File: config.mk
export PLATFORM = sky130hd
export DESIGN_NAME = bei_divider
export DESIGN_NICKNAME = d
export VERILOG_FILES = /design/src/rtl/bei_pkg.sv /design/src/rtl/bei_divider.sv
export SDC_FILE = /design/constraint.sdc
export NUM_CORES = 1
export LEC_CHECK = 0
export BUFFER_PORTS_ARGS = -buffer_cell sky130_fd_sc_hd__buf_2
export CORE_ASPECT_RATIO = 1.75
export CORE_MARGIN = 2
export CORE_UTILIZATION = 40
export DETAILED_ROUTE_END_ITERATION = 6
export PLACE_DENSITY = 0.57
export SETUP_SLACK_MARGIN = 0.4
export SLEW_MARGIN = 20
export SYNTH_ARGS = -nofsm -noshare
export SYNTH_HDL_FRONTEND = slang
export SYNTH_SLANG_ARGS = --single-unit
File: constraint.sdc
create_clock -name clk -period 3.6 [get_ports clk]
set_input_delay 0.54 -clock clk [delete_from_list [all_inputs] [get_ports clk]]
set_output_delay 0.54 -clock clk [all_outputs]
set_load 0.005 [all_outputs]
File: src/rtl/bei_pkg.sv
// Breakpoint envelope interpolator: shared types and constants.
// No dependencies.
`default_nettype none
package bei_pkg;
  localparam int unsigned TableDepthDefault = 64;
  localparam int unsigned TimeW = 32;
  localparam int unsigned ValW  = 32;

  localparam logic CmdInsert = 1'b0;
  localparam logic CmdQuery  = 1'b1;

  typedef enum logic [3:0] {
    ST_IDLE,
    ST_SCAN_RD,
    ST_SCAN_CHK,
    ST_SHIFT_RD,
    ST_SHIFT_WR,
    ST_PUT,
    ST_Q_RD0,
    ST_Q_RD1,
    ST_Q_PREP,
    ST_MUL,
    ST_DIV,
    ST_DONE
  } state_t;

  typedef struct packed {
    logic start;
    logic busy;
  } div_ctrl_t;
endpackage
`default_nettype wire

File: src/rtl/bei_divider.sv
// Serial restoring divider: 64-bit dividend over 33-bit divisor, one bit per cycle.
// Depends on bei_pkg.
`default_nettype none
module bei_divider (
  input  wire logic              clk,
  input  wire logic              rst,
  input  wire logic              start,
  input  wire logic [63:0]       dividend,
  input  wire logic [32:0]       divisor,
  output bei_pkg::div_ctrl_t     ctrl,
  output logic [31:0]            quotient
);
  import bei_pkg::*;

  logic [63:0] quo;
  logic [33:0] rem;
  logic [32:0] dvs;
  logic [6:0]  cnt;
  logic        busy;
  logic [33:0] shifted;
  logic [34:0] diff;

  assign shifted = {rem[32:0], quo[63]};
  assign diff = {1'b0, shifted} - {2'b0, dvs};

  always_ff @(posedge clk) begin
    if (rst) begin
      busy <= 1'b0;
      cnt  <= '0;
    end else if (start) begin
      busy <= 1'b1;
      cnt  <= 7'd64;
    end else if (busy) begin
      cnt <= cnt - 7'd1;
      if (cnt == 7'd1) busy <= 1'b0;
    end
  end

  always_ff @(posedge clk) begin
    if (start) begin
      quo <= dividend;
      rem <= '0;
      dvs <= divisor;
    end else if (busy) begin
      if (!diff[34]) begin
        rem <= diff[33:0];
        quo <= {quo[62:0], 1'b1};
      end else begin
        rem <= shifted;
        quo <= {quo[62:0], 1'b0};
      end
    end
  end

  // quotient fits in 32 bits since frac < width
  assign quotient   = quo[31:0];
  assign ctrl.start = start;
  assign ctrl.busy  = busy;
endmodule
`default_nettype wire

# After elaboration in Yosys (flattened, before gate mapping)
# Index checks and enable logic that the tools add are counted.
dict set report totals {
  reg_bits 138
  word_cells 20
  in_bits 100
  output_inout_bits 34
}
dict set report op_classes {
  n_addsub 2
  eq_ne 1
  reduce_logical 2
  muxes 9
}
# operator n
set ops {}
lappend ops {{64-bit two-way mux} 2}
lappend ops {{34-bit by 33-bit subtractor with 35-bit output} 1}
lappend ops {{33-bit two-way mux} 1}
lappend ops {{7-bit two-way mux} 2}
lappend ops {{7-bit by 1-bit == test with 1-bit output (second input constant)} 1}
lappend ops {{7-bit by 1-bit subtractor with 7-bit output (second input constant)} 1}
lappend ops {{1-bit two-way mux} 4}
lappend ops {{2-bit nonzero test} 1}
lappend ops {{2-bit OR reduction} 1}

# Longest topological paths before layout
dict set report logic_depth {
  depth_word 4
  depth_mapped 15
  ltp_nobuf 13
}

# Least setup slack after synthesis
# OpenSTA, ideal clock, no wires.
dict set report synth_path {
  kind {reg2reg}
  from {register quo[63]}
  to {register quo[0], data pin}
  setup_time_ps 260
  slack_ps 661
  required_time_ps 3340
  arrival_time_ps 2679
  period_less_slack_ps 2939
  stages_incl_launch_ff 15
  n_path_buf 2
  path_cell_list {edfxtp_1 inv_1 ha_1 inv_1 fa_1 a21oi_1 o211a_1 o211ai_2 o211ai_4 o31ai_4 a31oi_4 o221ai_4 buf_6 buf_6 mux2_2}
}
dict set report synth_via {
  elab_chain_len 4
}
# item line
set synth_rtl {}
lappend synth_rtl {{from (decl)} bei_divider.sv:15} ;# logic [63:0] quo;
lappend synth_rtl {{from (signal assigned)} bei_divider.sv:41} ;# quo <= dividend;
lappend synth_rtl {{from (signal assigned)} bei_divider.sv:47} ;# quo <= {quo[62:0], 1'b1};
lappend synth_rtl {{from (signal assigned)} bei_divider.sv:50} ;# quo <= {quo[62:0], 1'b0};
lappend synth_rtl {{34-bit by 33-bit subtractor with 35-bit output} bei_divider.sv:24} ;# assign diff = {1'b0, shifted} - {2'b0, dvs};
lappend synth_rtl {{1-bit two-way mux} bei_divider.sv:45} ;# if (!diff[34]) begin
lappend synth_rtl {{64-bit two-way mux} bei_divider.sv:44} ;# end else if (busy) begin
lappend synth_rtl {{64-bit two-way mux} bei_divider.sv:40} ;# if (start) begin
# No other way between the ends. The select of a mux whose other input is x is not followed.
# A chain may end at the register's enable or synchronous reset.

# Final worst setup path
dict set report layout_path {
  from {register quo[63]}
  to {register rem[16]}
}
dict set report layout_via {
  elab_chain_len 2
}
# item line
set layout_rtl {}
lappend layout_rtl {{34-bit by 33-bit subtractor with 35-bit output} bei_divider.sv:24}
lappend layout_rtl {{33-bit two-way mux} bei_divider.sv:45}
lappend layout_rtl {{to (signal assigned)} bei_divider.sv:46} ;# rem <= diff[33:0];
lappend layout_rtl {{to (signal assigned)} bei_divider.sv:49} ;# rem <= shifted;
lappend layout_rtl {{to (decl)} bei_divider.sv:16} ;# logic [33:0] rem;
# No other way between the ends.

==> flow_results.xml <==
<?xml version="1.0" encoding="UTF-8"?>
<metrics>
  <group name="outcome">
    <metric name="run_status" unit="">completed</metric>
  </group>
  <group name="yosys">
    <metric name="postSynthAreaPerCell" unit="um^2">11.3</metric>
    <metric name="async_flop_share" unit="%">0</metric>
    <metric name="synth_top_flop_cell" unit="">sky130_fd_sc_hd__edfxtp_1</metric>
    <metric name="synth_enable_flop_cells" unit="">97</metric>
    <metric name="mappedNetlistArea" unit="um^2">7600</metric>
    <metric name="postSynthRegisterBits" unit="">138</metric>
    <metric name="syn_inst" unit="">674</metric>
    <metric name="ys_seq_area_share" unit="%">49.1</metric>
    <metric name="ys_types" unit="">57</metric>
    <metric name="yosys_warnings" unit="">0</metric>
    <metric name="syn_nets" unit="">810</metric>
  </group>
  <group name="routing">
    <metric name="route.detailed.drc" unit="">0</metric>
    <metric name="number_of_vias_after_detailed_routing" unit="">5315</metric>
    <metric name="first_pass_detailed_route_iteration_total" unit="">4</metric>
    <metric name="vias_per_cell" unit="">5.17</metric>
    <metric name="ant_nets" unit="">0</metric>
    <metric name="finalWirelength" unit="mm">16.4</metric>
    <metric name="wl_per_cell" unit="um">16.0</metric>
    <metric name="first_iter_violations" unit="">210</metric>
  </group>
  <group name="pwr">
    <metric name="netSwitchingFraction" unit="%">27.3</metric>
    <metric name="reported_leakage_power" unit="uW">0.00367</metric>
    <metric name="internal_power" unit="uW">3300</metric>
    <metric name="clkPwrFrac" unit="%">37.2</metric>
    <metric name="combinational_share_of_power" unit="%">20.1</metric>
    <metric name="sequentialPowerShare" unit="%">42.8</metric>
    <metric name="p_switching" unit="uW">1240</metric>
    <metric name="cellPowerDensity" unit="nW/um^2">510</metric>
    <metric name="power.ir.vdd_worst" unit="mV">0.371</metric>
  </group>
  <group name="grt">
    <metric name="antenna_violations_before_repair" unit="">0</metric>
    <metric name="maximum_number_of_pins_on_one_net_before_global_route_repair" unit="">133</metric>
    <metric name="via_count_of_the_first_global_routing_pass" unit="">5642</metric>
    <metric name="globalRoute.totalOverflow" unit="">0</metric>
    <metric name="grt_first_pass_wirelength" unit="mm">26.1</metric>
    <metric name="globalRouteTotalUtil" unit="%">16.5</metric>
  </group>
  <group name="clock_tree">
    <metric name="clock_path_buffers" unit="">2</metric>
    <metric name="cts.hold.buffers_added" unit="">0</metric>
    <metric name="number_of_buffers_created_by_cts" unit="">17</metric>
    <metric name="clk_root_buffer_cell" unit="">sky130_fd_sc_hd__clkbuf_16</metric>
    <metric name="clk-insertion-delay-late" unit="ps">440</metric>
    <metric name="clkSlewWorstSetupHoldPaths" unit="ps">70</metric>
    <metric name="cts_tree" unit="">built</metric>
    <metric name="cts_num_sinks" unit="">138</metric>
    <metric name="cts-htree-levels" unit="">4</metric>
  </group>
  <group name="floorplanning">
    <metric name="die_area" unit="um^2">20200</metric>
    <metric name="die_h" unit="um">186</metric>
    <metric name="core_area" unit="um^2">18600</metric>
    <metric name="io_count" unit="">134</metric>
    <metric name="rows" unit="">66</metric>
    <metric name="initial_core_util" unit="%">40.9</metric>
    <metric name="die_width" unit="um">108</metric>
  </group>
  <group name="worst_setup_path">
    <metric name="cp-start-kind" unit="">flip-flop</metric>
    <metric name="worstRegToRegCells" unit="">14</metric>
    <metric name="worst-endpoint-arrival" unit="ps">3260</metric>
    <metric name="r2r-end" unit="">rem[16]</metric>
    <metric name="critPathCapture" unit="">rem[16]</metric>
    <metric name="critical_path_class" unit="">reg -&gt; reg</metric>
    <metric name="reg2reg_setup_slack" unit="ps">620</metric>
    <metric name="worst-path-max-fanout" unit="">10</metric>
    <metric name="cp_data_required_time" unit="ps">3880</metric>
    <metric name="crit_start" unit="">quo[63]</metric>
    <metric name="worstSetupEndpointType" unit="">flip-flop</metric>
    <metric name="r2r-start" unit="">quo[63]</metric>
  </group>
  <group name="job">
    <metric name="maxCapViolations" unit="">0</metric>
  </group>
  <group name="timing">
    <metric name="slew-limit-headroom" unit="%">34.1</metric>
    <metric name="hold_viol_final" unit="">0</metric>
    <metric name="worst_slew_pin_slew" unit="ps">988</metric>
    <metric name="achievable-frequency" unit="MHz">336</metric>
    <metric name="unrepaired_setup_endpoints_after_global_routing" unit="">false</metric>
    <metric name="period_share" unit="%">82.8</metric>
    <metric name="report.final.setup_viol" unit="">0</metric>
    <metric name="worst_clock_skew" unit="ps">12.2</metric>
    <metric name="totalNegativeSetupSlack" unit="ps">0</metric>
    <metric name="finalMaxSlewViolations" unit="">0</metric>
    <metric name="timing.final.crit_period" unit="ps">2980</metric>
  </group>
  <group name="place">
    <metric name="dpl_cell_area" unit="um^2">8260</metric>
    <metric name="buffer_ports.inserted" unit="">133</metric>
    <metric name="detailed_place_hpwl" unit="mm">11.3</metric>
    <metric name="gp_routability_congestion" unit="">0.788</metric>
  </group>
  <group name="finish">
    <metric name="diodes" unit="">0</metric>
    <metric name="final_cell_area" unit="um^2">8910</metric>
    <metric name="synthToLayoutAreaGrowth" unit="%">17.2</metric>
    <metric name="final_core_utilization" unit="%">48.0</metric>
    <metric name="nNetsFinal" unit="">913</metric>
    <metric name="final_layout_size_suffix_gt1_share" unit="%">31.9</metric>
  </group>
  <group name="worst_hold_path">
    <metric name="hp-class" unit="">in -&gt; reg</metric>
  </group>
</metrics>
## layout by cell type, fill, tap and decap left out, drive strengths merged, types with 9 or more instances in the layout
cell type | Yosys | final
xnor2 | 25 | 25
o21a | 9 | 9
xor2 | 10 | 10
buf | 39 | 141
mux2 | 64 | 64
edfxtp | 97 | 97
nand3 | 10 | 10
inv | 46 | 47
a21oi | 31 | 31
nand2 | 40 | 40
clkbuf | 20 | 26
nor2 | 54 | 54
a211oi | 24 | 24
o21ai | 23 | 23
a21o | 11 | 11
ha | 35 | 35
dfxtp | 41 | 41
mux2i | 27 | 27
## area by class of cell
cell class	instances	area (um^2)
clock buffer	24	514
clock inverter	8	58.8
fill	1730	9670
inverter	46	173
multi-input combinational	431	3330
sequential	138	3730
tap	238	298
timing repair buffer	143	807
## metal layers
metal	global-route usage, %	vias to the layer above	wire [um]
met5	0	-	0
met3	5.45	32	1050
li1	-	2620	-
met2	28.8	161	8340
met4	7.69	0	507
met1	17.6	2502	6520
## worst min path at each step
stage / cells after the start / slack [ps] / start / to
finish: 1 / 270 / divisor[7] / dvs[7]
global route: 1 / 260 / divisor[7] / dvs[7]
CTS: 1 / 260 / divisor[7] / dvs[7]
global placement: 2 / 460 / rem[22] / rem[22]
detailed placement: 2 / 470 / rem[14] / rem[14]
floorplan: 2 / 450 / rem[14] / rem[14]
## Yosys cell counts (all sizes together), types with 2 or more instances
| library cell | n | area, um^2 |
|---|---|---|
| nand3b | 3 | 22.5 |
| dfxtp | 41 | 821 |
| clkbuf | 20 | 75.1 |
| nor4 | 4 | 31.3 |
| a31oi | 5 | 46.3 |
| nor2b | 3 | 18.8 |
| and2 | 2 | 12.5 |
| nor3 | 6 | 30.0 |
| o21ai | 23 | 115 |
| and3 | 3 | 18.8 |
| or3 | 3 | 18.8 |
| buf | 39 | 304 |
| xnor2 | 25 | 219 |
| inv | 46 | 173 |
| a21oi | 31 | 155 |
| edfxtp | 97 | 2910 |
| o21bai | 6 | 45.0 |
| o31ai | 2 | 28.8 |
| or2 | 3 | 18.8 |
| ha | 35 | 438 |
| xor2 | 10 | 87.6 |
| nand4 | 4 | 25.0 |
| mux2i | 27 | 270 |
| nand3 | 10 | 50.1 |
| nand2 | 40 | 150 |
| a211oi | 24 | 190 |
| o211ai | 6 | 63.8 |
| a21o | 11 | 82.6 |
| o21a | 9 | 67.6 |
| nand2b | 2 | 12.5 |
| mux2 | 64 | 721 |
| nor2 | 54 | 203 |
## metrics by stage
stage | setup slack, ps | cells | total power [uW] | hold slack, ps
6_report | 621 | 1028 | 4550 | 275
5_1_grt | 406 | 1028 | 4760 | 258
4_1_cts | 410 | 1023 | 4560 | 260
3_5_place_dp | 432 | 991 | 2860 | 466
3_3_place_gp | 558 | 991 | 2830 | 456
2_1_floorplan | 661 | 674 | 2660 | 445
## critical path: stages (launching register included)
cell and delay, ps:
sky130_fd_sc_hd__edfxtp_1 350, sky130_fd_sc_hd__inv_1 50, sky130_fd_sc_hd__ha_1 200, sky130_fd_sc_hd__inv_1 80, sky130_fd_sc_hd__fa_2 230, sky130_fd_sc_hd__a21oi_2 60
sky130_fd_sc_hd__o211a_1 250, sky130_fd_sc_hd__o211ai_2 230, sky130_fd_sc_hd__o211ai_4 140, sky130_fd_sc_hd__o31ai_4 250, sky130_fd_sc_hd__a31oi_4 130, sky130_fd_sc_hd__o221ai_4 320
sky130_fd_sc_hd__clkbuf_16 260, sky130_fd_sc_hd__mux2i_1 200, sky130_fd_sc_hd__a211oi_1 90
## timing repair
item | in CTS | in global routing
setup endpoints to repair | 0 | 34
resized for setup | 0 | 2
setup buffers | 0 | 2
## power groups by stage
stage | Clock, uW | Combinational, uW | Sequential [uW]
global placement | 0 | 863 | 1970
CTS | 1730 | 884 | 1950
floorplan | 0 | 706 | 1950
global route | 1790 | 1010 | 1960
detailed placement | 0 | 881 | 1970
finish | 1690 | 912 | 1940
## cells by family (layout without fill, tap and decap cells)
family,Yosys count,after routing,share of synthesized area (%)
flip-flops,138,138,49.1
XOR/XNOR,35,35,4.03
buffers and inverters,105,221,7.26
multiplexers,91,91,13.0
AO/OA/AOI/OAI,132,132,12.5
adder cells (fa/ha/maj),36,36,6.02
AND/OR/NAND/NOR,137,137,8.05
## registers in the layout (all words and copies together), names as in the netlist
name and count:
quo 64, busy 1, dvs 33, rem 33, cnt 7
Note: power is estimated with default switching activity, not from simulation.
